$ cat src/sv/dprr_pkg.sv
// shared types, constants and helpers for the debug packet request/response rings
package dprr_pkg;

    // ring geometry
    localparam int PACKET_COUNT = 4;
    localparam int PACKET_SIZE  = 64;
    localparam int SLOT_W       = $clog2(PACKET_COUNT);
    localparam int OFF_W        = $clog2(PACKET_SIZE);
    localparam int ADDR_W       = SLOT_W + OFF_W;
    localparam int MEM_DEPTH    = PACKET_COUNT * (2 ** OFF_W);

    // field widths
    localparam int BYTE_W    = 8;
    localparam int LEN_W     = 7;
    localparam int CFG_IDX_W = 2;

    // configuration register indexes
    localparam logic [CFG_IDX_W-1:0] CFG_SEND_FULL = 2'd0;
    localparam logic [CFG_IDX_W-1:0] CFG_ABORT_OP  = 2'd1;

    localparam logic [BYTE_W-1:0] ABORT_OP_RESET = 8'd7;

    // input beat modes
    typedef enum logic [1:0] {
        MODE_HOST_OUT = 2'd0,
        MODE_FETCH    = 2'd1,
        MODE_RESP     = 2'd2,
        MODE_IN_DONE  = 2'd3
    } t_mode;

    // result destinations
    typedef enum logic [1:0] {
        TGT_REQ   = 2'd0,
        TGT_RESP  = 2'd1,
        TGT_ABORT = 2'd2
    } t_target;

    typedef struct packed {
        logic [1:0]        mode;
        logic [BYTE_W-1:0] data_byte;
        logic              byte_last;
    } t_in_beat;

    typedef struct packed {
        logic [1:0]        target;
        logic [BYTE_W-1:0] out_byte;
        logic              out_last;
        logic [LEN_W-1:0]  packet_length;
    } t_out_beat;

    // slot index with wrap
    function automatic logic [SLOT_W-1:0] next_slot(input logic [SLOT_W-1:0] s);
        return (s == SLOT_W'(PACKET_COUNT - 1)) ? '0 : s + 1'b1;
    endfunction

endpackage

$ cat src/sv/debug_packet_request_response_rings.sv
// Request and response packet rings between a USB endpoint and a debug command engine.
// Host OUT bytes (mode 0) fill the request ring, the engine fetches the oldest request
// (mode 1) and returns response bytes (mode 2), and IN completion (mode 3) sends the
// next queued response. Both rings live in 256 x 8 synchronous memories with registered
// read data; the block handles one input beat at a time. A beat that emits nothing, or
// only an abort pulse, leaves the block idle. A beat that emits a packet enters the
// emit state: packet bytes stream from the memory read port at one per cycle while the
// output is not stalled, and the block returns to idle after the last byte is taken.
// Inputs are stalled while a packet streams out. Configuration writes are taken at any time.
module debug_packet_request_response_rings
    import dprr_pkg::*;
(
    input  logic                 i_clk,
    input  logic                 i_rst_n,
    // input beats
    input  logic                 i_in_valid,
    output logic                 o_in_stall,
    input  t_in_beat             i_in,
    // result beats
    output logic                 o_out_valid,
    input  logic                 i_out_stall,
    output t_out_beat            o_out,
    // configuration writes
    input  logic                 i_cfg_valid,
    output logic                 o_cfg_ready,
    input  logic [CFG_IDX_W-1:0] i_cfg_index,
    input  logic [BYTE_W-1:0]    i_cfg_data
);

    typedef enum logic [1:0] {
        ST_IDLE = 2'b01,
        ST_EMIT = 2'b10
    } t_state;

    // configuration
    logic              r_send_full;
    logic [BYTE_W-1:0] r_abort_op;

    // ring control
    logic [SLOT_W-1:0] r_req_in, n_req_in, r_req_out, n_req_out;
    logic              r_req_full, n_req_full, r_req_drop, n_req_drop;
    logic [LEN_W-1:0]  r_req_cnt, n_req_cnt;
    logic [SLOT_W-1:0] r_resp_in, n_resp_in, r_resp_out, n_resp_out;
    logic              r_resp_full, n_resp_full, r_in_idle, n_in_idle;
    logic [LEN_W-1:0]  r_resp_cnt, n_resp_cnt;

    // per-slot lengths
    logic [LEN_W-1:0]  r_req_len  [PACKET_COUNT];
    logic [LEN_W-1:0]  r_resp_len [PACKET_COUNT];

    // emission and output
    t_state            r_state, n_state;
    logic              r_out_valid, n_out_valid;
    logic [1:0]        r_target, n_target;
    logic              r_out_last, n_out_last;
    logic              r_pad, n_pad;
    logic [BYTE_W-1:0] r_abort_byte, n_abort_byte;
    logic [SLOT_W-1:0] r_slot, n_slot;
    logic [LEN_W-1:0]  r_idx, n_idx, r_len, n_len, r_total, n_total;

    // memories
    logic [BYTE_W-1:0] r_req_mem  [MEM_DEPTH];
    logic [BYTE_W-1:0] r_resp_mem [MEM_DEPTH];
    logic [BYTE_W-1:0] r_req_rd, r_resp_rd;
    logic [ADDR_W-1:0] rd_addr;

    // beat decode
    logic              in_take, out_take;
    logic              req_avail, resp_avail;
    logic              req_first, req_drop_eff, req_store, req_len_we;
    logic [LEN_W-1:0]  req_cnt_new;
    logic              resp_accept, resp_store, resp_len_we;
    logic [LEN_W-1:0]  resp_cnt_new;
    logic              start;
    logic [1:0]        st_target;
    logic [SLOT_W-1:0] st_slot;
    logic [LEN_W-1:0]  st_len, st_total, idx_inc;

    assign in_take     = i_in_valid && !o_in_stall;
    assign out_take    = r_out_valid && !i_out_stall;
    assign o_in_stall  = !((r_state == ST_IDLE) && (!r_out_valid || !i_out_stall));
    assign o_out_valid = r_out_valid;
    assign o_cfg_ready = 1'b1;

    assign req_avail  = (r_req_in != r_req_out) || r_req_full;
    assign resp_avail = (r_resp_in != r_resp_out) || r_resp_full;

    // host packet bookkeeping
    assign req_first    = (r_req_cnt == '0) && !r_req_drop;
    assign req_drop_eff = r_req_drop ||
                          (req_first && ((i_in.data_byte == r_abort_op) || r_req_full));
    assign req_store    = in_take && (i_in.mode == MODE_HOST_OUT) && !req_drop_eff &&
                          (r_req_cnt < LEN_W'(PACKET_SIZE));
    assign req_cnt_new  = r_req_cnt + LEN_W'(req_store);
    assign req_len_we   = in_take && (i_in.mode == MODE_HOST_OUT) && i_in.byte_last &&
                          !req_drop_eff;

    // response bookkeeping
    assign resp_accept  = in_take && (i_in.mode == MODE_RESP) && req_avail && !r_resp_full;
    assign resp_store   = resp_accept && (r_resp_cnt < LEN_W'(PACKET_SIZE));
    assign resp_cnt_new = r_resp_cnt + LEN_W'(resp_store);
    assign resp_len_we  = resp_accept && i_in.byte_last;

    assign idx_inc = r_idx + 1'b1;
    assign rd_addr = {n_slot, n_idx[OFF_W-1:0]};

    // next-state logic
    always_comb begin
        n_req_in     = r_req_in;
        n_req_out    = r_req_out;
        n_req_full   = r_req_full;
        n_req_drop   = r_req_drop;
        n_req_cnt    = r_req_cnt;
        n_resp_in    = r_resp_in;
        n_resp_out   = r_resp_out;
        n_resp_full  = r_resp_full;
        n_resp_cnt   = r_resp_cnt;
        n_in_idle    = r_in_idle;
        n_state      = r_state;
        n_out_valid  = r_out_valid;
        n_target     = r_target;
        n_out_last   = r_out_last;
        n_pad        = r_pad;
        n_abort_byte = r_abort_byte;
        n_slot       = r_slot;
        n_idx        = r_idx;
        n_len        = r_len;
        n_total      = r_total;
        start        = 1'b0;
        st_target    = TGT_REQ;
        st_slot      = r_req_out;
        st_len       = r_req_len[r_req_out];
        st_total     = r_req_len[r_req_out];

        case (r_state)
            ST_IDLE: begin
                if (out_take) begin
                    n_out_valid = 1'b0;
                end
                if (in_take) begin
                    case (i_in.mode)
                        MODE_HOST_OUT: begin
                            if (req_first && (i_in.data_byte == r_abort_op)) begin
                                n_out_valid  = 1'b1;
                                n_target     = TGT_ABORT;
                                n_abort_byte = i_in.data_byte;
                                n_out_last   = 1'b1;
                                n_total      = '0;
                            end
                            if (i_in.byte_last) begin
                                if (!req_drop_eff) begin
                                    n_req_in   = next_slot(r_req_in);
                                    n_req_full = (next_slot(r_req_in) == r_req_out);
                                end
                                n_req_cnt  = '0;
                                n_req_drop = 1'b0;
                            end else begin
                                n_req_cnt  = req_cnt_new;
                                n_req_drop = req_drop_eff;
                            end
                        end
                        MODE_FETCH: begin
                            start = req_avail;
                        end
                        MODE_RESP: begin
                            if (resp_accept) begin
                                n_resp_cnt = resp_cnt_new;
                                if (i_in.byte_last) begin
                                    n_resp_cnt = '0;
                                    n_req_out  = next_slot(r_req_out);
                                    n_req_full = 1'b0;
                                    if (r_in_idle) begin
                                        n_in_idle = 1'b0;
                                        start     = 1'b1;
                                        st_target = TGT_RESP;
                                        st_slot   = r_resp_in;
                                        st_len    = resp_cnt_new;
                                        st_total  = r_send_full ? LEN_W'(PACKET_SIZE)
                                                                : resp_cnt_new;
                                    end else begin
                                        n_resp_in   = next_slot(r_resp_in);
                                        n_resp_full = (next_slot(r_resp_in) == r_resp_out);
                                    end
                                end
                            end
                        end
                        MODE_IN_DONE: begin
                            if (resp_avail) begin
                                start       = 1'b1;
                                st_target   = TGT_RESP;
                                st_slot     = r_resp_out;
                                st_len      = r_resp_len[r_resp_out];
                                st_total    = r_send_full ? LEN_W'(PACKET_SIZE)
                                                          : r_resp_len[r_resp_out];
                                n_resp_out  = next_slot(r_resp_out);
                                n_resp_full = 1'b0;
                            end else begin
                                n_in_idle = 1'b1;
                            end
                        end
                        default: begin
                            n_in_idle = r_in_idle;
                        end
                    endcase
                end
                // packet start: first byte is read this cycle
                if (start) begin
                    n_state     = ST_EMIT;
                    n_out_valid = 1'b1;
                    n_target    = st_target;
                    n_slot      = st_slot;
                    n_idx       = '0;
                    n_len       = st_len;
                    n_total     = st_total;
                    n_out_last  = (st_total == LEN_W'(1));
                    n_pad       = (st_len == '0);
                end
            end
            ST_EMIT: begin
                if (out_take) begin
                    if (r_out_last) begin
                        n_state     = ST_IDLE;
                        n_out_valid = 1'b0;
                    end else begin
                        n_idx      = idx_inc;
                        n_out_last = ((idx_inc + 1'b1) == r_total);
                        n_pad      = (idx_inc >= r_len);
                    end
                end
            end
            default: begin
                n_state     = ST_IDLE;
                n_out_valid = 1'b0;
            end
        endcase
    end

    // control registers
    always_ff @(posedge i_clk) begin
        if (!i_rst_n) begin
            r_send_full <= 1'b0;
            r_abort_op  <= ABORT_OP_RESET;
            r_req_in    <= '0;
            r_req_out   <= '0;
            r_req_full  <= 1'b0;
            r_req_drop  <= 1'b0;
            r_req_cnt   <= '0;
            r_resp_in   <= '0;
            r_resp_out  <= '0;
            r_resp_full <= 1'b0;
            r_resp_cnt  <= '0;
            r_in_idle   <= 1'b1;
            r_state     <= ST_IDLE;
            r_out_valid <= 1'b0;
        end else begin
            if (i_cfg_valid && o_cfg_ready) begin
                case (i_cfg_index)
                    CFG_SEND_FULL: r_send_full <= i_cfg_data[0];
                    CFG_ABORT_OP:  r_abort_op  <= i_cfg_data;
                    default:       r_send_full <= r_send_full;
                endcase
            end
            r_req_in    <= n_req_in;
            r_req_out   <= n_req_out;
            r_req_full  <= n_req_full;
            r_req_drop  <= n_req_drop;
            r_req_cnt   <= n_req_cnt;
            r_resp_in   <= n_resp_in;
            r_resp_out  <= n_resp_out;
            r_resp_full <= n_resp_full;
            r_resp_cnt  <= n_resp_cnt;
            r_in_idle   <= n_in_idle;
            r_state     <= n_state;
            r_out_valid <= n_out_valid;
        end
    end

    // output and emission payload
    always_ff @(posedge i_clk) begin
        r_target     <= n_target;
        r_out_last   <= n_out_last;
        r_pad        <= n_pad;
        r_abort_byte <= n_abort_byte;
        r_slot       <= n_slot;
        r_idx        <= n_idx;
        r_len        <= n_len;
        r_total      <= n_total;
        if (req_len_we) begin
            r_req_len[r_req_in] <= req_cnt_new;
        end
        if (resp_len_we) begin
            r_resp_len[r_resp_in] <= resp_cnt_new;
        end
    end

    // request ring memory
    always_ff @(posedge i_clk) begin
        if (req_store) begin
            r_req_mem[{r_req_in, r_req_cnt[OFF_W-1:0]}] <= i_in.data_byte;
        end
        r_req_rd <= r_req_mem[rd_addr];
    end

    // response ring memory, write forwarded to a same-address read
    always_ff @(posedge i_clk) begin
        if (resp_store) begin
            r_resp_mem[{r_resp_in, r_resp_cnt[OFF_W-1:0]}] <= i_in.data_byte;
        end
        if (resp_store && ({r_resp_in, r_resp_cnt[OFF_W-1:0]} == rd_addr)) begin
            r_resp_rd <= i_in.data_byte;
        end else begin
            r_resp_rd <= r_resp_mem[rd_addr];
        end
    end

    // result beat
    always_comb begin
        o_out.target        = r_target;
        o_out.out_last      = r_out_last;
        o_out.packet_length = r_total;
        case (r_target)
            TGT_REQ:   o_out.out_byte = r_req_rd;
            TGT_RESP:  o_out.out_byte = r_pad ? '0 : r_resp_rd;
            TGT_ABORT: o_out.out_byte = r_abort_byte;
            default:   o_out.out_byte = '0;
        endcase
    end

`ifndef SYNTH
    // a full ring has met indices
    a_req_full_idx: assert property (@(posedge i_clk) disable iff (!i_rst_n)
        r_req_full |-> (r_req_in == r_req_out))
        else $error("request ring full with differing indices");

    a_resp_full_idx: assert property (@(posedge i_clk) disable iff (!i_rst_n)
        r_resp_full |-> (r_resp_in == r_resp_out))
        else $error("response ring full with differing indices");

    // while streaming a beat is always presented and inside the packet
    a_emit_valid: assert property (@(posedge i_clk) disable iff (!i_rst_n)
        (r_state == ST_EMIT) |-> (r_out_valid && (r_idx < r_total)))
        else $error("emission without a valid beat in range");

    // a taken final byte ends the emission
    a_emit_end: assert property (@(posedge i_clk) disable iff (!i_rst_n)
        ((r_state == ST_EMIT) && out_take && r_out_last) |=> (r_state == ST_IDLE))
        else $error("emission did not end after final byte");
`endif

endmodule

$ cat config.mk
export PLATFORM = sky130hd
export DESIGN_NAME = debug_packet_request_response_rings
export DESIGN_NICKNAME = d
export VERILOG_FILES = /design/src/sv/dprr_pkg.sv /design/src/sv/debug_packet_request_response_rings.sv
export SDC_FILE = /design/constraint.sdc
export NUM_CORES = 2
export LEC_CHECK = 0
export BUFFER_PORTS_ARGS = -buffer_cell sky130_fd_sc_hd__buf_4
export CELL_PAD_IN_SITES_DETAIL_PLACEMENT = 0
export CELL_PAD_IN_SITES_GLOBAL_PLACEMENT = 1
export CORE_UTILIZATION = 45
export CTS_CLUSTER_DIAMETER = 80
export DETAILED_ROUTE_END_ITERATION = 8
export PLACE_DENSITY_LB_ADDON = 0.12
export REMOVE_ABC_BUFFERS = 1
export SLEW_MARGIN = 20
export SYNTH_ARGS = -nofsm -noshare
export SYNTH_HDL_FRONTEND = slang
export SYNTH_MEMORY_MAX_BITS = 65536
export SYNTH_SLANG_ARGS = --single-unit
$ cat constraint.sdc
create_clock -name i_clk -period 7.33 [get_ports i_clk]
set_clock_uncertainty 0.05 [all_clocks]
set_input_delay 0.733 -clock i_clk [delete_from_list [all_inputs] [get_ports i_clk]]
set_output_delay 0.733 -clock i_clk [all_outputs]
set_load 0.005 [all_outputs]
==> flow_summary_export.csv <==
group,metric,value,unit
sta,min_period,6540,ps
drt,drc,0,
synth,ys_types,82,
drt,first_pass_iters,6,
die,dieWidth,613,um
setup_path,critical_path_buf_inv_count,3,
cts,postCtsSetupRepairBufs,0,
placement,dp_slack,903,ps
global_route,antenna_found_initial,22,
synth,synth_area,168000,um2
layout,layout.nets,9828,
cts,htreeDepth,5,
global_route,grt_use_total,0.265,
setup_path,crit_required,6550,ps
layout,layout-drive-gt1-share,0.162,
synth,avgSynthCellArea,17.4,um2
sta,drv_slew,0,
synth,yosys_register_bits,4237,
outcome,run_status,"complete, no violations",
synth,synthCells,9634,
drt,vias,91100,
pwr,power_density,314,nW/um2
synth,synthArstFlopShare,0,
global_route,grt-ovfl-total,0,
pwr,swShare,0.278,
drt,wl,500,mm
cts,clock-sinks,4237,
cts,cts.clk_slew.worst_paths,60,ps
sta,fin_crit_sh,0.892,
global_route,grt_pass1_wl,703,mm
synth,synth_ff_type,"edfxtp_1",
setup_path,worstSetupEndpointType,"output pin",
die,start_util,0.453,
synth,synth.yosys.seq_area_share,0.755,
drt,ant_nets,0,
die,pin_count,47,
drt,drt_iter0_drc,9829,
die,die_h,613,um
sta,final_hold_viol_count,0,
drt,viasPerCell,6.04,
placement,io_buffer_count,45,
hold_path,hp-class,"in2reg",
placement,placed_cells,14300,
layout,instances_no_fill,15100,
sta,fin_ws,788,ps
cts,clk_path_buf_depth,4,
setup_path,crit_path_frequent_cell,"mux4_2",
global_route,grt_start_max_net_pins,178,
setup_path,worst-path-max-fanout,67,
run,cap_viol_max_count,0,
die,core,370000,um2
pwr,power_switching,16.5,mW
pwr,p_comb_frac,0.183,
synth,ys.warnings.count,0,
synth,yosys.area.top_type,"edfxtp_1",
pwr,clkPwrFrac,0.365,
sta,setup_viol,0,
sta,fin_tns_setup,0,ps
setup_path,cp-start-kind,"flip-flop",
setup_path,arrival,5760,ps
sta,rsz0062_at_grt,"no",
drt,avgRoutedWirePerCell,33.1,um
setup_path,cp_slowest_cell,"buf_4",
placement,gp_congestion,0.866,
cts,cts_tree,"done",
pwr,p_leak,58.9,nW
pwr,p_seq_frac,0.452,
cts,clkLatencyLatePin,1010,ps
setup_path,critical_path.top_delay_family,"multiplexers",
synth,synth_top_cell_area_share,0.748,
setup_path,slowest_delay,700,ps
synth,synthTopCellsByArea,"edfxtp_1 75%, mux4_2 9.2%, mux2i_1 3.0%",
sta,maxClockFrequency,153,MHz
cts,root_buffer,"clkbuf_16",
setup_path,setup.worst_path.class,"reg2out",
placement,hpwl,307,mm
pwr,cellInternalPower,42.7,mW
sta,max_slew_margin,0.156,
global_route,grt_pass1_vias,90100,
pwr,vdd_ir_drop_max,0.000290,V
sta,tightest_slew,1270,ps
die,dieArea,375000,um2
die,num_rows,223,
layout,utilization,0.509,
layout,synthToLayoutAreaGrowth,12.3,%
setup_path,crit_chain,"buf_12, buf_4, mux4_2, mux4_2, mux4_2, mux2i_1, nor2_1, a21oi_1, o22ai_1, buf_4",
synth,synth-edff-count,4179,
pwr,power,59.2,mW
cts,numCtsBuffers,443,
[final timing paths]
path                                startpoint       endpoint  slack [ps]  cells past startpoint
worst max-delay path                  r_idx[0]      o_out[12]         790                     10
worst min-delay path            i_cfg_index[1]    r_send_full          80                      4
worst max register to register      r_state[1]    r_req_rd[3]        1120                     14
worst min register to register   r_resp_cnt[6]  r_resp_cnt[6]         460                      2
[synthesized netlist by cell type (48+ instances only)]
cell type,n
a211oi_1,148
a21oi_1,228
a311oi_1,55
a31oi_1,82
buf_1,108
buf_2,197
clkbuf_1,286
dfxtp_1,58
edfxtp_1,4179
inv_1,78
mux2i_1,506
mux4_2,686
nand2_1,1248
nand3_1,528
nor2_1,570
o21ai_0,64
o221ai_1,48
o22ai_1,82
[placed cells by master, fill, tap and decap left out, types with 18 or more instances in the layout]
cell,n
clkinv_2,78
clkbuf_16,448
a311oi_1,54
o22ai_1,82
nor2b_1,43
buf_4,240
nor3_1,36
clkinv_1,120
o21ai_0,63
ha_1,26
o221ai_1,48
nand2_2,18
xor2_1,24
dfxtp_1,52
edfxtp_1,4179
clkbuf_1,104
inv_1,77
mux4_2,686
a21oi_1,227
nand2_1,1228
nand3_1,526
a31oi_1,81
nor2_1,567
buf_12,43
a211oi_1,145
bufinv_16,26
a32oi_1,26
a2111oi_0,19
nand4_1,20
a221oi_1,39
mux2i_1,506
a22oi_1,34
[cell type report]
| cell class | count | area [um2] |
|---|---|---|
| fillers | 30400 | 182000 |
| flip-flops and latches | 4237 | 127000 |
| multi-input cells | 4711 | 38500 |
| clock buffers | 554 | 11600 |
| well taps | 4950 | 6190 |
| repair buffers | 301 | 2880 |
| clock inverters | 257 | 2180 |
| inverters | 82 | 327 |
| diodes | 7 | 17.5 |
[per-layer routing]
layer / GRT usage / wire length [um]
met5: 0 / 32
met4: 0.105 / 21700
met2: 0.440 / 246000
met1: 0.354 / 199000
met3: 0.0372 / 33100
[timing repair]
item	CTS	global route
resized for setup	0	0
hold endpoints to repair	11	0
hold buffers	9	0
[stage by stage]
stage               hold WS [ps]  cell area, um2
floorplan                    411          165000
global placement             432          174000
detailed placement           443          174000
CTS                         13.2          188000
global route                56.5          188000
finish                      76.8          188000
[cell families after synthesis]
group	share of synthesized area
fa+ha+maj	0.00194
other cells	0.0000224
xor+xnor	0.00204
buf+inv	0.0171
mux	0.123
flops	0.755
simple gates	0.0633
compound gates	0.0376
[flip-flops by register name (all words and copies together), names as in the netlist, 7 cells and up, named ones only]
name	cells
r_req_mem	2048
r_idx	7
r_abort_op	8
r_abort_byte	8
r_total	7
r_resp_len	28
r_resp_mem	2048
r_req_rd	8
r_req_cnt	7
r_resp_cnt	7
r_req_len	28
r_len	7
[power by group through the flow]
stage,Combinational (mW),Sequential (mW),Clock (mW)
6_report,10.8,26.8,21.6
5_1_grt,11.4,26.8,22.8
4_1_cts,10.9,26.8,21.9
3_5_place_dp,10.9,27.3,0
3_3_place_gp,10.9,27.3,0
2_1_floorplan,5.10,27.5,0
[worst min-delay path, stage by stage]
cell	delay, ps
buf_4	80
nor3b_1	50
mux2i_1	140
nor2b_1	60
(Power assumes the default switching activity.)
